<file path="src/rtl/bgp_session_hold_timer_table_core_defines.svh">
// assertion macros for the session hold timer table
`ifndef BGP_SESSION_HOLD_TIMER_TABLE_CORE_DEFINES_SVH
`define BGP_SESSION_HOLD_TIMER_TABLE_CORE_DEFINES_SVH

// same-cycle implication, checked out of reset
`define BSHT_ASSERT_SAME(lbl, ante, cons, msg) \
  lbl: assert property (@(posedge clk) disable iff (rst) (ante) |-> (cons)) else $error(msg);

// next-cycle implication, checked out of reset
`define BSHT_ASSERT_NEXT(lbl, ante, cons, msg) \
  lbl: assert property (@(posedge clk) disable iff (rst) (ante) |=> (cons)) else $error(msg);

`endif

</file>
<file path="src/rtl/bsht_pkg.sv">
// types and codes shared by the session hold timer table
`timescale 1ns / 1ps
`default_nettype none
package bsht_pkg;

  // operation codes
  localparam logic [1:0] OP_OPEN  = 2'd0;
  localparam logic [1:0] OP_KEEP  = 2'd1;
  localparam logic [1:0] OP_CLOSE = 2'd2;
  localparam logic [1:0] OP_TICK  = 2'd3;

  // event kinds
  localparam logic [1:0] EV_START   = 2'd0;
  localparam logic [1:0] EV_CLOSE   = 2'd1;
  localparam logic [1:0] EV_TIMEOUT = 2'd2;
  localparam logic [1:0] EV_DROP    = 2'd3;

  typedef struct packed {
    logic [1:0]  operation;
    logic [63:0] flow_key;
    logic        direction;
    logic [15:0] peer_asn;
    logic [15:0] peer_hold_time;
    logic [31:0] now_seconds;
  } item_t;

  typedef struct packed {
    logic [1:0]  event_kind;
    logic [15:0] opener_asn;
    logic [15:0] answer_asn;
    logic [15:0] source_hold;
    logic [15:0] destination_hold;
    logic [31:0] event_seconds;
    logic        last_of_run;
  } evt_t;

  // entry fields read out through the chain
  typedef struct packed {
    logic [15:0] src_asn;
    logic [15:0] dst_asn;
    logic [15:0] src_hold;
    logic [15:0] dst_hold;
  } entry_t;

  // broadcast command to every cell
  typedef enum logic [2:0] {
    CMD_NONE,
    CMD_CREATE,
    CMD_SET_DST,
    CMD_HEARD,
    CMD_CLOSE,
    CMD_LOAD,
    CMD_EXPIRE
  } cell_op_t;

  typedef struct packed {
    cell_op_t op;
    logic     rd_pend;
    item_t    item;
  } cell_cmd_t;

  // link passed from one cell to the next
  typedef struct packed {
    logic   hit_seen;
    logic   free_seen;
    logic   pend_seen;
    logic   pend_two;
    entry_t data;
  } chain_t;

endpackage
`default_nettype wire

</file>
<file path="src/rtl/bsht_cell.sv">
// one table entry with its match, free and expiry links
`timescale 1ns / 1ps
`default_nettype none
module bsht_cell
  import bsht_pkg::*;
(
  input  wire logic      clk,
  input  wire logic      rst,
  input  wire cell_cmd_t cmd,
  input  wire chain_t    chain_i,
  output chain_t         chain_o
);

  logic        valid;
  logic        pend;
  logic [63:0] key;
  entry_t      ent;
  logic [31:0] src_heard;
  logic [31:0] dst_heard;

  logic hit, hit_first, free_first, pend_first, rd_sel, expired;
  logic [32:0] src_lim, dst_lim, now_ext;

  // first-match priority along the row
  always_comb begin
    hit        = valid && (key == cmd.item.flow_key);
    hit_first  = hit && !chain_i.hit_seen;
    free_first = !valid && !chain_i.free_seen;
    pend_first = pend && !chain_i.pend_seen;
    rd_sel     = cmd.rd_pend ? pend_first : hit_first;
    src_lim    = {1'b0, src_heard} + {17'd0, ent.src_hold};
    dst_lim    = {1'b0, dst_heard} + {17'd0, ent.dst_hold};
    now_ext    = {1'b0, cmd.item.now_seconds};
    expired    = (now_ext > src_lim) || (now_ext > dst_lim);
  end

  // hand links to the next cell
  always_comb begin
    chain_o.hit_seen  = chain_i.hit_seen | hit;
    chain_o.free_seen = chain_i.free_seen | !valid;
    chain_o.pend_seen = chain_i.pend_seen | pend;
    chain_o.pend_two  = chain_i.pend_two | (pend && chain_i.pend_seen);
    chain_o.data      = chain_i.data | (rd_sel ? ent : '0);
  end

  // control bits
  always_ff @(posedge clk) begin
    if (rst) begin
      valid <= 1'b0;
      pend  <= 1'b0;
    end else begin
      unique case (cmd.op)
        CMD_CREATE: if (free_first) valid <= 1'b1;
        CMD_CLOSE:  if (hit_first) valid <= 1'b0;
        CMD_LOAD:   pend <= valid && expired;
        CMD_EXPIRE: if (pend_first) begin
          valid <= 1'b0;
          pend  <= 1'b0;
        end
        default: ;
      endcase
    end
  end

  // entry payload
  always_ff @(posedge clk) begin
    unique case (cmd.op)
      CMD_CREATE: if (free_first) begin
        key          <= cmd.item.flow_key;
        ent.src_asn  <= cmd.item.peer_asn;
        ent.src_hold <= cmd.item.peer_hold_time;
        ent.dst_asn  <= '0;
        ent.dst_hold <= '0;
        src_heard    <= cmd.item.now_seconds;
        dst_heard    <= cmd.item.now_seconds;
      end
      CMD_SET_DST: if (hit_first) begin
        ent.dst_asn  <= cmd.item.peer_asn;
        ent.dst_hold <= cmd.item.peer_hold_time;
      end
      CMD_HEARD: if (hit_first) begin
        if (cmd.item.direction) dst_heard <= cmd.item.now_seconds;
        else src_heard <= cmd.item.now_seconds;
      end
      default: ;
    endcase
  end

endmodule
`default_nettype wire

</file>
<file path="config.mk">
export PLATFORM = sky130hd
export DESIGN_NAME = bsht_cell
export DESIGN_NICKNAME = d
export VERILOG_FILES = /design/src/rtl/bgp_session_hold_timer_table_core_defines.svh /design/src/rtl/bsht_pkg.sv /design/src/rtl/bsht_cell.sv
export SDC_FILE = /design/constraint.sdc
export NUM_CORES = 1
export LEC_CHECK = 0
export ABC_CLOCK_PERIOD_IN_PS = 23500
export BUFFER_PORTS_ARGS = -buffer_cell sky130_fd_sc_hd__buf_4
export CORE_MARGIN = 5
export CORE_UTILIZATION = 58
export CTS_CLUSTER_SIZE = 14
export DETAILED_ROUTE_END_ITERATION = 10
export PLACE_DENSITY_LB_ADDON = 0.12
export SYNTH_ARGS = -nofsm -noshare
export SYNTH_HDL_FRONTEND = slang
export SYNTH_SLANG_ARGS = --single-unit
export TNS_END_PERCENT = 100
</file>
<file path="constraint.sdc">
create_clock -name clk -period 23.5 [get_ports clk]
set_input_delay 3.525 -clock clk [delete_from_list [all_inputs] [get_ports clk]]
set_output_delay 3.525 -clock clk [all_outputs]
set_load 0.005 [all_outputs]
</file>
Yosys cells after proc, flatten, opt, wreduce, memory -nomap -nowiden:

Cells that the tools add are included.

* equality and inequality tests: 14
* $add $sub $neg: 2
* bitwise operators: 5
* mux-type cells: 19
* magnitude comparators: 2
* reduce and logical (&&, ||, !) cells: 21

Operators by type and width (number)
* $mux 32: 5
* $pmux 32 s2: 2
* $add 32x16->33: 2
* $gt 32x33->1: 2
* $eq 64x64->1: 1
* $mux 64: 1
* $or 64x64->64: 1
* $pmux 16 s2: 2
* $mux 48: 1
* $mux 16: 2
* $ne 2x2->1 const B: 7
* $reduce_and 4->1: 3
* $eq 3x3->1 const B: 3
* $eq 3x2->1 const B: 2
* $logic_and 1x1->1: 6
* $reduce_bool 2->1: 3
* $logic_not 1->1: 4
* $mux 1: 4
* $or 1x1->1: 4
* $reduce_and 2->1: 2
* $eq 3x1->1 const B: 1
* $pmux 1 s3: 1
* $reduce_and 3->1: 1
* $reduce_bool 3->1: 1
* other kinds (2): 2

* bits of input ports: 205
* word-level logic and storage cells: 72
* flip-flop bits (word level): 194
* output and inout port bits: 68

Longest topological paths before layout:

Gate-level depths: netlist of run 1.

* depth in word-level cells: 6
* mapped depth: 19
* mapped depth without buffers: 19

Least setup slack after synthesis of run 1:

No wires, ideal clock.

* path kind: in2reg
* from: input port cmd[134] in the netlist's numbering
* to: register ent[16] in the netlist's numbering, enable pin
* data arrival time: 12870 ps
* data required time: 22703 ps
* path slack: 9833 ps
* path buffers: 0
* stages on the path: 1
* setup time: 797 ps
* path through: nor4_1

* cells in the longest elaborated chain, start to end: 2

RTL lines
* start, declared: RTL line bsht_cell.sv:9 `input wire cell_cmd_t cmd,`
* $eq 3x1->1: RTL line bsht_cell.sv:67 `unique case (cmd.op)`
* $reduce_and 2->1 (no line)
* end, declared: RTL line bsht_cell.sv:17 `entry_t ent;`

Every way passes these cells.
A chain may end at the register's enable or synchronous reset.

==> results of run 1 <==
[power by group]
group | switching [uW] | total (uW) | internal (uW)
sequential | 3.43 | 390 | 387
clock | 140 | 293 | 152
combinational | 44.4 | 98.3 | 53.9
total | 188 | 781 | 593
[tightest hold or removal path, stage by stage (launching register included)]
cell      delay (ns)
dfxtp_1         0.36
nand3b_1        0.10
o311ai_1        0.09
[layout make-up]
cell class                      count  area [um^2]
Multi-Input combinational cell    636         4880
Tap cell                          234          293
Clock inverter                     14          165
Inverter                           32          120
Sequential cell                   194         5810
Timing Repair Buffer              276         2070
Fill cell                        1274         4820
Clock buffer                       18          429
[path summary, 6_finish.rpt]
path              cells past startpoint  slack (ns)    endpoint     start
hold / removal                        2        0.61        pend      pend
setup / recovery                     11       13.78  chain_o[3]  cmd[109]
setup reg to reg                     17       18.98        pend    ent[0]
hold reg to reg                       2        0.61        pend      pend
[synth_stat cells, drive strengths merged, types with 2 or more instances]
cell type	instances	area (um^2)
nor2b	6	37.5
o32ai	2	25.0
nand3b	3	22.5
nand3	17	85.1
a221o	2	20.0
o2bb2ai	2	17.5
and3	15	93.8
or4	2	15.0
and2	35	219
a31oi	4	25.0
nand4	31	194
edfxtp	192	5770
a21oi	41	205
nand2	36	135
o21a	8	60.1
a211oi	6	45.0
o211ai	2	15.0
o22ai	4	25.0
a21boi	2	15.0
dfxtp	2	40.0
nor3	8	40.0
o31ai	2	15.0
and4	5	43.8
a21o	94	706
inv	32	120
a311oi	2	17.5
a22oi	5	37.5
o221ai	4	35.0
ha	96	1200
a22o	2	17.5
nor2	26	97.6
nand2b	10	62.6
or2	2	12.5
xor2	59	517
buf	6	67.6
clkbuf	5	18.8
nor4	12	81.3
xnor2	46	403
or3	6	37.5
fa	2	40.0
o21ai	24	131
[flip-flops by register name, indices dropped and copies added (netlist names)]
signal,cells
dst_heard,32
ent,64
key,64
pend,1
src_heard,32
valid,1
[metal layers]
metal	wire length, um	track usage, %
met1	10700	29.5
met2	13500	44.0
met3	2230	7.59
met4	665	8.01
met5	0	0
[metrics by stage]
step | cell area (um^2) | setup slack, ns | util (%) | hold WS (ns) | instances
5_1_grt | 13800 | 13.56 | 74.1 | 0.628 | 1404
6_report | 13800 | 13.78 | 74.1 | 0.606 | 1404
3_5_place_dp | 13200 | 13.76 | 70.9 | 0.581 | 1372
4_1_cts | 13800 | 13.74 | 74.1 | 0.605 | 1404
2_1_floorplan | 10900 | 9.83 | - | 0.524 | 873
3_3_place_gp | 13200 | 13.77 | 70.9 | 0.585 | 1372
[cell families (layout without fill, tap and decap cells)]
family	count (synthesis)	count (layout)	synth area share (%)
and+or+nand+nor	217	217	11.1
AOI/OAI and AO/OA	216	216	13.8
DFF	194	194	53.4
xor gates and xnor gates	105	105	8.45
adders and majority gates	98	98	11.4
buffers and inverters	43	340	1.90
==> flow_metrics.tcl, run 1 <==
set metrics [dict create \
    hold_viol 0 \
    clockBufferDepth 2 \
    cts_resized 0 \
    cpLargestDelayFamily "simple AND/OR/NAND/NOR gates" \
    cts-buffers-inserted 17 \
    setup_viol 0 \
    power.density_mw_per_mm2 56.8 \
    hold_class "flip-flop to flip-flop" \
    path_clk_slew_ns 0.07 \
    grt_pass1_vias 8497 \
    slew_headroom_pct 19.2 \
    clkLatencyLatePin_ns 0.44 \
    rsz0062_at_grt "no" \
    diodes 0 \
    tightest_slew_ns 1.21 \
    fin_nets 1460 \
    routedWlPerCell_um 19.2 \
    num_vias 8058 \
    period_minus_slack_ns 9.72 \
    skew_ns 0.0109 \
    worst_path_max_delay_cell "buf_4" \
    dpl.hpwl_um 20800 \
    status "completed" \
    first_pass_iters 5 \
    dieWidth_um 147 \
    routed_wl_um 27000 \
    layout-drive-gt1-share_pct 26.9 \
    initial_core_util_pct 58.6 \
    fmax_mhz 103 \
    peakVddDrop_v 0.0000488 \
    worstPathRequired_ns 19.98 \
    cts_hold_buf 0 \
    syn_to_final_growth_pct 26.5 \
    critPathArrivalTime_ns 6.19 \
    power_leakage_uw 0.00589 \
    yosysUniqueCellTypes 58 \
    ys_seq_elements 194 \
    grtUsageTotal_pct 25.0 \
    setup_tns_ns 0 \
    core_mm2 0.0186 \
    synth_fp_nets 1176 \
    fin_total_pwr_uw 781 \
    avgSynthCellArea_um2 12.5 \
    antenna_found_initial 0 \
    min_period_over_period_pct 41.3 \
    grt_pass1_wl_um 42600 \
    postCtsSetupBuffers 0 \
    grt_max_degree 90 \
    drc 0 \
    cpPeakStageDelay_ns 0.57 \
    seq_area_frac_synth_pct 53.4 \
    synthFlopType "edfxtp_1" \
    clock-root-buffer "clkbuf_16" \
    drv_cap 0 \
    crit_buf_inv 3 \
    slew_violations 0 \
    synth_edf_count 192 \
    async_flop_share_pct 0 \
    drt-initial-drc-count 443 \
    final_common_cell "buf_4" \
    gp_congestion 0.824 \
    clock_sinks 194 \
    rows 50 \
    die_height_um 147 \
    cts_tree "built" \
    most-common-layout-cells "276 x buf_4, 192 x edfxtp_1, 96 x ha_1, 94 x a21o_1, 59 x xor2_1" \
    vias_per_cell 5.74 \
    path_cells "buf_4 -> xnor2_1 -> nand4_1 -> nor4_1 -> nand4_1 -> nor4_2 -> nand2b_1 -> o21ai_4 -> buf_4 -> a21o_1 -> buf_4" \
    ant_nets 0 \
    cp_max_fo 64 \
    synth_area_mm2 0.0109 \
    cts_max_level 4 \
    grt-ovfl-total 0 \
    crit_type "input pin to output pin" \
    synth_cells 873 \
    yosys_warnings 0 \
    io-pin-count 273 \
    die_area_mm2 0.0216 \
    cp-end-kind "output pin" \
    path_common_cell "buf_4" \
    port_buffers 270 \
    cp-start-kind "input pin" \
]
Power figures use the tool's default switching activity.
==> inputs of run 2 (changes only) <==
ABC_AREA = 1   (was default)
ABC_CLOCK_PERIOD_IN_PS = 9500   (was 23500)
CORE_UTILIZATION = 56   (was 58)
clock period = 9.5 ns   (was 23.5 ns; I/O delays follow)
==> flow_metrics.tcl, run 2 <==
set metrics [dict create \
    status "completed" \
    reg2reg_depth 24 \
    tightest_slew_ns 1.04 \
    cts-buffers-inserted 17 \
    cp_max_fo 64 \
    setup_viol 0 \
    grt_max_degree 77 \
    die_area_mm2 0.0253 \
    placed_cells 1913 \
    num_vias 10200 \
    final_common_cell "buf_4" \
    seq_area_frac_synth_pct 46.7 \
    dpl.hpwl_um 23900 \
    slew_violations 0 \
    min_period_over_period_pct 53.6 \
    drv_cap 0 \
    yosys_warnings 0 \
    cts_tree "built" \
    n_fill_cell 1737 \
    dieWidth_um 159 \
    cp-startpoint "cmd[93]" \
    drc 0 \
    initial_core_util_pct 56.9 \
    gp_congestion 0.896 \
    netlist.area_leader.share_pct 46.4 \
    final_cells 1946 \
    synth_cells 1373 \
    yosysUniqueCellTypes 47 \
    die_height_um 159 \
    cts_hold_buf 0 \
    rrSetupSlack_ns 5.25 \
    grtUsageTotal_pct 23.7 \
    cp-end-kind "output pin" \
    fmax_mhz 196 \
    rows 54 \
    grt_pass1_wl_um 49200 \
    syn_to_final_growth_pct 23.1 \
    r2r_start "ent[16]" \
    synth_edf_count 192 \
    core_mm2 0.0218 \
    ys_top_cells_by_area "edfxtp_1 46%, ha_1 9.7%, nand2_1 7.8%, inv_1 6.8%, nor2_1 4.2%" \
    routed_wl_um 30700 \
    port_buffers 270 \
    slew_headroom_pct 30.6 \
    cp-start-kind "input pin" \
    cts_resized 0 \
    async_flop_share_pct 0 \
    worstPathRequired_ns 8.08 \
    postCtsSetupBuffers 0 \
    hold_class "flip-flop to flip-flop" \
    yosysMostFrequentCell "nand2_1" \
    cts_max_level 4 \
    period_minus_slack_ns 5.09 \
    antenna_found_initial 1 \
    synth_fp_nets 1676 \
    fin_nets 1955 \
    rsz0062_at_grt "no" \
    vias_per_cell 5.23 \
    clkLatencyLatePin_ns 0.44 \
    power_leakage_uw 0.00709 \
    skew_ns 0.0117 \
    critPathArrivalTime_ns 3.66 \
    synth_area_mm2 0.0124 \
    cp-endpoint "chain_o[17]" \
    synthFlopType "edfxtp_1" \
    clock-root-buffer "clkbuf_16" \
    path_clk_slew_ns 0.07 \
    layout-drive-gt1-share_pct 22.0 \
    synth_common_cells "259 x nand2_1, 225 x inv_1, 192 x edfxtp_1" \
    most-common-layout-cells "277 x buf_4, 258 x nand2_1, 225 x inv_1, 192 x edfxtp_1, 136 x nor2_1" \
    power.density_mw_per_mm2 132 \
    grt_pass1_vias 10000 \
    grt-ovfl-total 0 \
    clock_sinks 194 \
    hold_viol 0 \
    peakVddDrop_v 0.000117 \
    routedWlPerCell_um 15.8 \
    clockBufferDepth 2 \
    avgSynthCellArea_um2 9.05 \
    io-pin-count 273 \
    ys_seq_elements 194 \
    first_pass_iters 6 \
    ant_nets 0 \
    setup_tns_ns 0 \
    drt-initial-drc-count 529 \
    crit_type "input pin to output pin" \
    yosysTopAreaCell "edfxtp_1" \
    r2r_end "pend" \
    top_regs "ent: 64 flops, key: 64 flops" \
]
==> run 2: changes by cell type after synthesis, sizes merged, moves of 9 or more <==
cell | before | now
nor2 | 26 | 139
nand2b | 10 | 0
nor3b | 0 | 9
a21o | 94 | 3
a21oi | 41 | 72
inv | 32 | 226
xnor2 | 46 | 34
nor3 | 8 | 36
o21ai | 24 | 38
nand3 | 17 | 105
or2 | 2 | 18
and3 | 15 | 4
and2 | 35 | 0
nand2 | 36 | 260
==> run 2: how the worst min path moves through the flow <==
stage	slack, ns	cells after the start	to	startpoint
floorplan	0.45	2	pend	pend
global placement	0.47	2	pend	pend
detailed placement	0.49	2	pend	pend
CTS	0.53	2	pend	pend
global route	0.58	2	pend	pend
finish	0.52	2	pend	pend
==> run 2: power by group <==
group / switching (uW) / internal (uW) / total (uW)
clock network: 354 / 348 / 701
registers: 12.6 / 968 / 981
logic: 182 / 158 / 340
==> run 2: per-layer routing <==
metal | part of all wire (%) | track usage (%) | vias up | wire [um]
met5 | 0 | 0 | - | 0
met4 | 2.3 | 7.44 | 0 | 692
met3 | 7.4 | 6.70 | 49 | 2260
met2 | 49 | 40.1 | 315 | 15000
met1 | 41 | 29.6 | 4658 | 12700
li1 | - | - | 5162 | -
==> run 2: area by class of cell <==
class                      instances  area [um^2]  area share (%)
timing repair buffer             277         2080            13.6
clock inverter                    15          144           0.941
multi-input combinational        936         5640            36.9
tap                              280          350            2.29
inverter                         226          848            5.55
antenna                            1         2.50          0.0164
clock buffer                      17          425            2.78
sequential                       194         5810            38.0
==> run 2: worst max-delay path, cell delays in order <==
cell,delay (ns)
buf_4,0.11
xor2_1,0.18
nor3b_2,0.17
nand4_1,0.11
nor2_1,0.12
nand2_1,0.07
nor2_2,0.14
nand3_2,0.12
o21bai_4,0.13
buf_4,0.57
nand3_1,0.26
nand2_1,0.12
buf_4,0.11
==> run 2: per-stage QoR <==
stage | power, uW | hold slack, ns | area [um^2] | setup slack (ns) | util, %
final | 2020 | 0.524 | 15300 | 4.41 | 70.1
after global routing | 2110 | 0.580 | 15300 | 4.18 | 70.1
after CTS | 2040 | 0.530 | 15300 | 4.37 | 70.1
after detailed placement | 1340 | 0.485 | 14700 | 4.37 | 67.5
after global placement | 1330 | 0.466 | 14700 | 4.37 | 67.5
after floorplan | 1190 | 0.451 | 12400 | 0.458 | -
==> run 2: kinds of logic after synthesis <==
logic type | count (synthesis) | share of synthesized area [%]
compound gates | 134 | 6.25
xor+xnor | 89 | 6.27
fa+ha+maj | 98 | 9.99
buf+inv | 243 | 8.15
flops | 194 | 46.7
simple gates | 615 | 22.6
